[src/spq_pkg.sv]
// Shared types and constants for the sorted priority queue.
package spq_pkg;

	localparam int SPQ_DEPTH = 16;

	localparam logic CMD_INSERT = 1'b0;
	localparam logic CMD_POP    = 1'b1;

	localparam logic [1:0] ST_INSERTED = 2'd0;
	localparam logic [1:0] ST_FULL     = 2'd1;
	localparam logic [1:0] ST_POPPED   = 2'd2;
	localparam logic [1:0] ST_EMPTY    = 2'd3;

	typedef struct packed {
		logic        cmd;
		logic [15:0] entry_id;
		logic [7:0]  priority_req;
	} req_t;

	typedef struct packed {
		logic [1:0]  status;
		logic [15:0] out_id;
		logic [7:0]  out_priority;
		logic [4:0]  occupancy;
	} rsp_t;

	typedef struct packed {
		logic [15:0] id;
		logic [7:0]  prio;
	} entry_t;

	// broadcast to every cell in the chain
	typedef struct packed {
		logic   ins;
		logic   pop;
		entry_t ent;
	} cell_ctl_t;

endpackage

[src/spq_cell.sv]
// One slot of the sorted chain: holds an entry and trades it with its neighbors.
module spq_cell #(
	parameter int IDX = 0,
	parameter int CW  = 5
) (
	input  logic               clk,
	input  spq_pkg::cell_ctl_t ctl,
	input  logic [CW-1:0]      count,
	input  logic               left_ge,
	input  spq_pkg::entry_t    left_ent,
	input  spq_pkg::entry_t    right_ent,
	output spq_pkg::entry_t    ent,
	output logic               ge
);
	import spq_pkg::*;

	entry_t ent_q;
	logic   occ;

	assign occ = count > CW'(IDX);
	// stored entry stays ahead of the new one when its priority is equal or higher
	assign ge  = occ && (ent_q.prio >= ctl.ent.prio);
	assign ent = ent_q;

	always_ff @(posedge clk) begin
		if (ctl.ins) begin
			if (!ge) begin
				if (left_ge || (IDX == 0)) begin
					ent_q <= ctl.ent;
				end else begin
					ent_q <= left_ent;
				end
			end
		end else if (ctl.pop) begin
			ent_q <= right_ent;
		end
	end

endmodule

[src/sorted_priority_queue.sv]
// Top level of the sorted priority queue: cell chain, fill count and result register.
// Bounded priority queue of DEPTH entries held in a chain of cells sorted by
// descending priority, front at cell 0. An insert word lands behind every entry
// of equal or higher priority (equal priorities leave in arrival order); a pop
// word returns the front entry. Each request word yields one response word with
// the status and the occupancy after the operation. Every cell compares its own
// priority with the incoming one and all cells shift together, so one request
// is accepted per cycle while the response register can drain; the response
// register is the only thing that holds off a request.
module sorted_priority_queue #(
	parameter int DEPTH = spq_pkg::SPQ_DEPTH
) (
	input  logic          clk,
	input  logic          arst_n,
	input  logic          req_valid,
	output logic          req_ready,
	input  spq_pkg::req_t req,
	output logic          rsp_valid,
	input  logic          rsp_ready,
	output spq_pkg::rsp_t rsp
);
	import spq_pkg::*;

	localparam int CW = $clog2(DEPTH + 1);

	logic [CW-1:0] count_q;
	logic          rsp_valid_q;
	rsp_t          rsp_q;
	cell_ctl_t     ctl;
	entry_t        ents  [DEPTH];
	logic          ges   [DEPTH];
	logic          accept;
	logic          full;
	logic          empty;
	logic [CW-1:0] count_next;
	logic [CW+4:0] count_ext;

	assign req_ready = !rsp_valid_q || rsp_ready;
	assign accept    = req_valid && req_ready;
	assign full      = count_q == CW'(DEPTH);
	assign empty     = count_q == '0;

	assign ctl.ins      = accept && (req.cmd == CMD_INSERT) && !full;
	assign ctl.pop      = accept && (req.cmd == CMD_POP) && !empty;
	assign ctl.ent.id   = req.entry_id;
	assign ctl.ent.prio = req.priority_req;

	always_comb begin
		count_next = count_q;
		if (ctl.ins) begin
			count_next = count_q + CW'(1);
		end else if (ctl.pop) begin
			count_next = count_q - CW'(1);
		end
	end

	assign count_ext = {5'd0, count_next};

	genvar g;
	generate
		for (g = 0; g < DEPTH; g++) begin : g_cell
			entry_t left_ent;
			entry_t right_ent;
			logic   left_ge;
			if (g == 0) begin : g_first
				assign left_ent = '0;
				assign left_ge  = 1'b0;
			end else begin : g_mid
				assign left_ent = ents[g-1];
				assign left_ge  = ges[g-1];
			end
			if (g == DEPTH - 1) begin : g_last
				assign right_ent = '0;
			end else begin : g_inner
				assign right_ent = ents[g+1];
			end
			spq_cell #(
				.IDX (g),
				.CW  (CW)
			) u_cell (
				.clk       (clk),
				.ctl       (ctl),
				.count     (count_q),
				.left_ge   (left_ge),
				.left_ent  (left_ent),
				.right_ent (right_ent),
				.ent       (ents[g]),
				.ge        (ges[g])
			);
		end
	endgenerate

	always_ff @(posedge clk or negedge arst_n) begin
		if (!arst_n) begin
			count_q     <= '0;
			rsp_valid_q <= 1'b0;
		end else begin
			count_q <= count_next;
			if (accept) begin
				rsp_valid_q <= 1'b1;
			end else if (rsp_ready) begin
				rsp_valid_q <= 1'b0;
			end
		end
	end

	always_ff @(posedge clk) begin
		if (accept) begin
			rsp_q.occupancy <= count_ext[4:0];
			if (req.cmd == CMD_INSERT) begin
				rsp_q.status       <= full ? ST_FULL : ST_INSERTED;
				rsp_q.out_id       <= '0;
				rsp_q.out_priority <= '0;
			end else if (empty) begin
				rsp_q.status       <= ST_EMPTY;
				rsp_q.out_id       <= '0;
				rsp_q.out_priority <= '0;
			end else begin
				rsp_q.status       <= ST_POPPED;
				rsp_q.out_id       <= ents[0].id;
				rsp_q.out_priority <= ents[0].prio;
			end
		end
	end

	assign rsp_valid = rsp_valid_q;
	assign rsp       = rsp_q;

	a_count_bound: assert property (@(posedge clk) disable iff (!arst_n)
		count_q <= CW'(DEPTH))
		else $error("fill count exceeds depth");

	a_ins_grows: assert property (@(posedge clk) disable iff (!arst_n)
		ctl.ins |=> count_q == $past(count_q) + CW'(1))
		else $error("insert did not grow the fill count");

	a_rsp_hold: assert property (@(posedge clk) disable iff (!arst_n)
		rsp_valid_q && !rsp_ready |=> rsp_valid_q && $stable(rsp_q))
		else $error("stalled response word changed");

	a_no_overrun: assert property (@(posedge clk) disable iff (!arst_n)
		ctl.ins |-> !full && !ctl.pop)
		else $error("insert issued into full queue");

	generate
		for (g = 1; g < DEPTH; g++) begin : g_sort_chk
			a_sorted: assert property (@(posedge clk) disable iff (!arst_n)
				count_q > CW'(g) |-> ents[g-1].prio >= ents[g].prio)
				else $error("chain out of priority order");
		end
	endgenerate

endmodule

[config.mk]
export PLATFORM = sky130hd
export DESIGN_NAME = sorted_priority_queue
export DESIGN_NICKNAME = d
export VERILOG_FILES = /design/src/spq_pkg.sv /design/src/spq_cell.sv /design/src/sorted_priority_queue.sv
export SDC_FILE = /design/constraint.sdc
export NUM_CORES = 1
export LEC_CHECK = 0
export CAP_MARGIN = 5
export CORE_UTILIZATION = 60
export CTS_BUF_LIST = sky130_fd_sc_hd__clkbuf_4
export CTS_CLUSTER_SIZE = 40
export DETAILED_ROUTE_END_ITERATION = 10
export DONT_BUFFER_PORTS = 1
export GPL_TIMING_DRIVEN = 0
export PLACE_DENSITY_LB_ADDON = 0.12
export SYNTH_ARGS = -nofsm -noshare
export SYNTH_HDL_FRONTEND = slang
export SYNTH_SLANG_ARGS = --single-unit
[constraint.sdc]
create_clock -name clk -period 3.8 [get_ports clk]
set_clock_uncertainty 0.2 [all_clocks]
set_input_delay 1.14 -clock clk [delete_from_list [all_inputs] [get_ports clk]]
set_output_delay 1.14 -clock clk [all_outputs]
set_load 0.005 [all_outputs]
* Word level (Yosys, flattened, before mapping)
Index checks and enable logic that the tools add are counted.
** Cells by class
- Add/subtract/negate cells :: 2
- Magnitude comparators :: 32
- Mux-type cells :: 70
- Equal/unequal tests :: 17
- Bitwise operators :: 1
- Reductions and logical operators :: 45
** Operator list (number)
- two-way mux 24 bit :: 63
- greater-or-equal comparator 8 bit :: 16
- > comparator 5 x 4 -> 1 bit, second input constant :: 8
- != test 2 bit, second input constant :: 16
- AND reduction 2 bit :: 16
- two-way mux 26 bit :: 1
- two-way mux 25 bit :: 1
- logical AND 1 bit :: 21
- > comparator 5 x 3 -> 1 bit, second input constant :: 4
- > comparator 5 x 1 -> 1 bit, second input constant :: 2
- > comparator 5 x 2 -> 1 bit, second input constant :: 2
- two-way mux 5 bit :: 2
- adder 5 x 1 -> 5 bit, second input constant :: 1
- == test 5 bit, second input constant :: 1
- zero test 5 bit :: 1
- subtractor 5 x 1 -> 5 bit, second input constant :: 1
- nonzero test 2 bit :: 2
- zero test 1 bit :: 3
- two-way mux 1 bit :: 3
- OR reduction 2 bit :: 1
- logical OR 1 bit :: 1
- inverter 1 bit :: 1
** Storage, ports and cells
- Input port bits :: 29
- Register bits :: 421
- Output and inout bits :: 33
- Logic and storage cells :: 205

* Longest topological paths before layout
Gate-level depths: netlist of the first run.
- Depth after elaboration :: 7
- Mapped depth :: 10
- Mapped depth without buffers :: 7

* Hierarchy
From an unflattened synthesis of the first run, not the netlist that was laid out.
** Unflattened totals
- Cells, all modules :: 2205
- Area, all modules :: 24451.0 um^2
** Modules (own cells, without submodules)
- spq_cell (g_cell[10].u_cell ...) :: times used 2, area an instance 1442.6 um^2, cells an instance 136
- spq_cell (g_cell[14].u_cell ...) :: times used 2, area an instance 1438.9 um^2, cells an instance 135
- sorted_priority_queue :: times used 1, area an instance 1503.9 um^2, cells an instance 103
- spq_cell (g_cell[5].u_cell) :: times used 1, area an instance 1462.7 um^2, cells an instance 133
- spq_cell (g_cell[13].u_cell) :: times used 1, area an instance 1461.4 um^2, cells an instance 133
- spq_cell (g_cell[3].u_cell) :: times used 1, area an instance 1460.2 um^2, cells an instance 133
- spq_cell (g_cell[9].u_cell) :: times used 1, area an instance 1455.1 um^2, cells an instance 136
- spq_cell (g_cell[8].u_cell) :: times used 1, area an instance 1450.1 um^2, cells an instance 138
- spq_cell (g_cell[1].u_cell) :: times used 1, area an instance 1448.9 um^2, cells an instance 133
- spq_cell (g_cell[11].u_cell) :: times used 1, area an instance 1447.6 um^2, cells an instance 133
- spq_cell (g_cell[7].u_cell) :: times used 1, area an instance 1447.6 um^2, cells an instance 135
- spq_cell (g_cell[2].u_cell) :: times used 1, area an instance 1445.1 um^2, cells an instance 135
- spq_cell (g_cell[15].u_cell) :: times used 1, area an instance 1437.6 um^2, cells an instance 133
- spq_cell (g_cell[4].u_cell) :: times used 1, area an instance 1430.1 um^2, cells an instance 136
- spq_cell (g_cell[0].u_cell) :: times used 1, area an instance 1237.4 um^2, cells an instance 82

* Worst setup path after synthesis of the first run
OpenSTA, ideal clock, no wires.
- Path type :: input-to-reg
- Start :: input port req[1] in the netlist's numbering
- End :: register g_cell[12].u_cell.ent_q (netlist bit g_cell[12].u_cell.ent[0]) (enable)
- Library setup time :: 438 ps
- Data required time :: 3162 ps
- Path slack :: -1407 ps
- Path buffers :: 2
- Stages :: 8
- Arrival :: 4568 ps
- Cells stage by stage :: inv_1 > ha_1 > a2111oi_0 > o31ai_1 > and2_1 > clkbuf_1 > buf_2 > o21ai_0
** On the way
- Longest elaborated chain between the ends :: 4
** RTL lines
- start: declaration :: line sorted_priority_queue.sv:17 : input spq_pkg::req_t req,
- greater-or-equal comparator 8 bit :: line spq_cell.sv:22 : assign ge = occ && (ent_q.prio >= ctl.ent.prio);
- logical AND 1 bit :: line spq_cell.sv:22
- != test 2 bit (no line)
- AND reduction 2 bit (no line)
- end signal: assignment :: line spq_cell.sv:29 : ent_q <= ctl.ent;
- end signal: assignment :: line spq_cell.sv:31 : ent_q <= left_ent;
- end signal: assignment :: line spq_cell.sv:35 : ent_q <= right_ent;
- end: declaration :: line spq_cell.sv:17 : entry_t ent_q;
No other way between the ends.
A chain may end at the register's enable or synchronous reset.

* Worst setup path in the final report of the first run
- Start :: input port req[5] in the netlist's numbering
- End :: register g_cell[12].u_cell.ent_q (netlist bit g_cell[12].u_cell.ent[21]) (enable)
The elaborated chain is that of the path after synthesis.

==> results.tsv, run 1 <==
metric	value	unit
status	finished, violations left	
failing checks	negative setup slack	
LEAKAGE	9.88	nW
via count of the first global-routing pass	19578	
Core Box Area	0.0390	mm^2
synthesis-to-layout area growth	11.0	%
pwr/cell area	591	mW/mm^2
CTS buffer count	114	
Fmax	260	MHz
clk slew on worst S/H paths	0.06	ns
syn_area_per_cell	10.9	um^2
relative max-transition margin	32.3	%
period utilization	101	%
Final Wtd Congestion	0.923	
Tot GR Track Use	38.0	%
met1 usage	52.3	%
share of the synthesized area in the top cell type	52.1	%
Die Span Y	202	um
CP Data Required Time	4.09	ns
die area	0.0407	mm^2
design area	0.0266	mm^2
count leader, synth	edfxtp_1	
fill count	3041	
CP startpoint kind	input port	
# setup viols final	22	
CP max FO	18	
FFs w/ async S/R, synth	1.43	%
Area contributors post-synth	edfxtp_1 52%, a221o_1 8.0%, ha_1 7.0%	
total gr overflow	0	
VDD IR-drop max	0.308	mV
RSZ-0062 raised after global routing	true	
CTS H-tree lvls	3	
CP endpoint kind	register	
initial antenna violation count	1	
final wirelength	78.2	mm
final setup slack of the worst path	-0.0458	ns
part of the Yosys area used for sequential elements	52.7	%
routed via count	20619	
synth unique cells	57	
FF+latch count, synth	421	
DP HPWL	57.8	mm
CTS root buffer	clkbuf_4	
mapped cell area	0.0239	mm^2
clk_lat worst skew	0.89	ns
FF-to-FF path depth	8	
residual DRC count	0	
DR pass1 iterations	8	
Tmin final	3.85	ns
met2 Track Usage GR	55.5	%
pre-CTS WS	-1.02	ns
met3 Usage GRT	11.4	%
Die Wd	202	um
first-pass GRT wire length	116	mm
largest net degree at the start of global routing	34	
Fin Hold WS	0.189	ns
placed cell area	0.0248	mm^2
Final Max Tran Viols	0	
GRT Max-Usage Layer	met2	
WS Path Type	input port to register	
syn_nets	2360	
Port Buf Inserts	0	
Post-synth top cells	415 x edfxtp_1, 399 x nand2_1, 216 x a21oi_1, 192 x a221o_1, 134 x ha_1	
Hold Crit Depth	0	
Core Rows	72	
max cap viols	0	
CTS tree	yes	
Synth Instances	2197	
clk buf depth	3	
Fin. Hold Viols	0	
via/cell ratio	7.01	
worst path arrival time	4.13	ns
DRT antenna net count	0	
top cell type by total area after synthesis	edfxtp_1	
layout cells sized above 1	14.8	%
nets@finish	2497	
DRT iter0 DRCs	2603	
Hold Path Class	input port to register	
IO Count	62	
Least-Margin Pin Slew	1.02	ns
clk sinks	421	
Syn. warnings	0	
Initial Util	61.3	%
Primary FF master, synth	edfxtp_1	
wire per inst	26.6	um
Post-synth EDFFs	415	
critical path, stage by stage:
cell and delay (ns):
clkinvlp_4 0.43, ha_1 0.53, nand4_1 0.15, o31ai_4 0.54, and2_1 0.20, clkbuf_1 0.44
buf_2 0.44, o21ai_4 0.24
worst paths after layout:
path,to,slack [ns],startpoint
max,g_cell[12].u_cell.ent[21],-0.05,req[5]
min in group asynchronous,count_q[1],0.37,arst_n
min,rsp[30],0.19,req[24]
max reg2reg,g_cell[1].u_cell.ent[10],0.06,count_q[0]
min reg2reg,g_cell[0].u_cell.ent[19],0.34,g_cell[1].u_cell.ent[19]
max in group asynchronous,rsp_valid,2.73,arst_n
routing by layer:
| layer | vias to the layer above | part of all wire (%) |
|---|---|---|
| li1 | 8984 | - |
| met4 | 0 | 4.2 |
| met1 | 10035 | 40 |
| met5 | - | 0 |
| met2 | 1395 | 43 |
| met3 | 205 | 12 |
logic make-up (layout without fill, tap and decap cells):
kind of cell             after synthesis  after routing  share of synthesized area [%]
AND/OR/NAND/NOR                      695            695                           13.4
AO/OA/AOI/OAI                        650            654                           20.8
flip-flops                           421            421                           52.7
buffers and inverters                267            485                           4.91
adder cells (fa/ha/maj)              134            134                           7.01
multiplexers                          25             25                           1.05
XOR/XNOR                               5              5                          0.183
other                                  0              3                              0
metrics by stage:
step	util, %	TNS [ns]	power (mW)	std cells
5_1_grt	68.1	-1.58	16.3	2939
2_1_floorplan	-	0	9.83	2197
4_1_cts	67.3	-0.0604	15.4	2920
3_3_place_gp	63.5	-467.81	11.1	2715
3_5_place_dp	63.5	-457.37	11.3	2715
6_report	68.1	-0.606	15.7	2940
placed cells by master (no fill, tap or decap), drive strengths merged, types with 63 or more instances in the layout:
cell type / Yosys / routed
a21oi: 216 / 216
a221o: 192 / 192
buf: 100 / 115
clkbuf: 100 / 263
edfxtp: 415 / 415
ha: 134 / 134
inv: 67 / 63
nand2: 400 / 400
nand4: 129 / 129
nor2: 70 / 70
o211ai: 95 / 95
flip-flops by register name (all words and copies together) (netlist names):
signal and count:
count_q 5, rsp 31, rsp_valid 1, g_cell.u_cell.ent 384
layout make-up:
class	instances	area [um^2]	area share (%)
multi-input cells	1513	10500	39.5
repair buffers	18	188	0.706
inverters	67	278	1.05
flip-flops and latches	421	12600	47.5
plain buffers	199	931	3.50
clock buffers	163	1220	4.61
well taps	518	648	2.44
clock inverters	38	178	0.669
diodes	3	7.51	0.0283
power breakdown:
group | switching [mW] | leakage (nW) | internal, mW
Sequential | 0.513 | 4.00 | 6.25
Clock | 2.08 | 0.838 | 2.03
Combinational | 3.28 | 5.04 | 1.55
timing repair:
item / 4_1_cts / 5_1_grt
pin swaps: 2 / 5
endpoints found under the setup margin: 366 / 384
resized for setup: 11 / 27
setup buffers: 3 / 14
cloned: 1 / 3
hold buffers: 1 / 0
hold endpoints to repair: 6 / 0
No activity file was read; power rests on OpenSTA's default activity.
==> run 2, diff against run 1 <==
--- a/config.mk
+++ b/config.mk
@@ -5,9 +5,9 @@
 export SDC_FILE = /design/constraint.sdc
 export NUM_CORES = 1
 export LEC_CHECK = 0
-export CAP_MARGIN = 5
-export CORE_UTILIZATION = 60
-export CTS_BUF_LIST = sky130_fd_sc_hd__clkbuf_4
+export CAP_MARGIN = 25
+export CORE_UTILIZATION = 64
+export CTS_BUF_LIST = sky130_fd_sc_hd__clkbuf_8
 export CTS_CLUSTER_SIZE = 40
 export DETAILED_ROUTE_END_ITERATION = 10
 export DONT_BUFFER_PORTS = 1
==> constraint.sdc (replaced) <==
create_clock -name clk -period 4.2 [get_ports clk]
set_clock_uncertainty 0.2 [all_clocks]
set_input_delay 1.26 -clock clk [delete_from_list [all_inputs] [get_ports clk]]
set_output_delay 1.26 -clock clk [all_outputs]
set_load 0.005 [all_outputs]
==> run 2 against run 1 <==
The run now ends clean. Die area down 6.2%. Clock power shrank 14%. First-iteration DRC count is 20% higher. Critical path type unchanged. Highest routed layer is now met5.
==> results.tsv, run 2 (same netlist as run 1, synthesis figures left out) <==
metric	value	unit
Die Span Y	195	um
via/cell ratio	7.32	
Final Wtd Congestion	0.952	
pre-CTS WS	-0.964	ns
layout cells sized above 1	11.3	%
final setup slack of the worst path	0.0663	ns
pwr/cell area	532	mW/mm^2
Setup TNS Final	0	ns
Tmin final	4.13	ns
sw frac	36.9	%
die area	0.0382	mm^2
max reg flops	384	
clk slew on worst S/H paths	0.06	ns
Core Box Area	0.0367	mm^2
internal power	8.86	mW
first-pass GRT wire length	114	mm
Initial Util	65.2	%
M1 WL	30.3	mm
Least-Margin Pin Slew	1.13	ns
routed wl met3	9.70	mm
DP HPWL	56.9	mm
Tot GR Track Use	39.8	%
sw power	5.18	mW
CP max FO	18	
relative max-transition margin	24.5	%
IO Count	62	
clk_lat worst skew	0.64	ns
Die Wd	195	um
residual DRC count	0	
CTS buffer count	72	
routed via count	20597	
CP endpoint kind	register	
placed cell area	0.0247	mm^2
status	complete, no violations	
initial antenna violation count	4	
Comb pwr share	31.3	%
VDD IR-drop max	0.282	mV
final wirelength	77.0	mm
routed wl met2	33.6	mm
Fmax	242	MHz
period utilization	98.4	%
Clock power frac	25.2	%
max cap viols	0	
synthesis-to-layout area growth	10.3	%
DR pass1 iterations	6	
LEAKAGE	9.79	nW
largest net degree at the start of global routing	34	
WS Path Type	input port to register	
clk buf depth	3	
commonest cells after routing, fill and taps aside	415 x edfxtp_1, 399 x nand2_1, 216 x a21oi_1	
fill count	2649	
CTS tree	yes	
# setup viols final	0	
n_diodes	0	
CP startpoint kind	input port	
Seq pwr share	43.5	%
CP Data Required Time	4.38	ns
clk sinks	421	
Core Rows	70	
worst path arrival time	4.31	ns
RSZ-0062 raised after global routing	false	
Final Power	14.0	mW
via count of the first global-routing pass	19327	
Port Buf Inserts	0	
DRT antenna net count	0	
CTS H-tree lvls	3	
DRT iter0 DRCs	3129	
Post-CTS Hold Buffers	0	
CTS root buffer	clkbuf_8	
wire per inst	27.4	um
top sig layer	met5	
Hold Path Class	input port to asynchronous set/reset pin	
nets@finish	2461	
Final Max Tran Viols	0	
design area	0.0264	mm^2
total gr overflow	0	
most common cell after layout, fill and taps aside	edfxtp_1	
Fin. Hold Viols	0	
## run 2: changes by cell type in the layout (fill, tap and decap cells not counted), moves of 5 or more
cell,change
clkbuf_4,-164
clkinv_1,-11
buf_8,+5
inv_1,+17
clkbuf_8,+76
a2111oi_2,-5
o31ai_4,-5
## run 2: power by group through the flow
stage	registers (mW)	logic, mW	clock network, mW
after floorplan	5.98	2.88	0
after global placement	6.17	3.85	0
after detailed placement	6.17	4.07	0
after CTS	6.09	4.15	3.51
after global routing	6.15	4.70	3.68
final	6.11	4.39	3.54
## run 2: through the flow
stage,util (%),hold WS (ns),instances
global placement,67.0,0.331,2665
detailed placement,67.4,0.334,2674
CTS,71.3,0.0993,2802
floorplan,-,0.318,2197
global route,71.9,0.0989,2814
finish,71.9,0.119,2814
## run 2: final timing paths
check                                    startpoint                        end  slack, ns  cells after the start
setup / recovery                             req[7]   g_cell[1].u_cell.ent[20]       0.07                     10
max in group asynchronous                    arst_n                 count_q[2]       3.60                      0
setup reg to reg                         count_q[0]  g_cell[14].u_cell.ent[19]       0.15                     10
hold / removal                               arst_n                  rsp_valid       0.12                      0
hold reg to reg            g_cell[1].u_cell.ent[19]   g_cell[0].u_cell.ent[19]       0.35                      2
min in group clk           g_cell[1].u_cell.ent[19]   g_cell[0].u_cell.ent[19]       0.35                      2
## run 2: routing by layer
metal | global-route usage [%] | vias to the layer above
li1 | - | 8848
met1 | 56.6 | 9955
met2 | 59.4 | 1548
met3 | 8.57 | 244
met4 | 16.6 | 2
met5 | 0 | -
## run 2: timing repair
action	4_1_cts	5_1_grt
resized for setup	21	16
pin swaps	5	6
setup buffers	4	8
cloned	2	3
setup endpoints to repair	298	271
## run 2: area by class of cell
class	count	area, um^2	share of cell area [%]
Timing Repair Buffer	22	292	1.10
Multi-Input combinational cell	1514	10400	39.4
Sequential cell	421	12600	47.8
Buffer	200	926	3.51
Tap cell	468	586	2.22
Inverter	67	278	1.05
Clock inverter	46	243	0.920
Clock buffer	76	1050	3.96
## run 2: critical path: stages
cell and delay [ns]:
clkinvlp_4 0.39, ha_1 0.50, nand2_1 0.08, or4_1 0.53, o21ai_2 0.40, and2_1 0.18
buf_2 0.19, buf_2 0.32, o21ai_4 0.18, buf_8 0.24
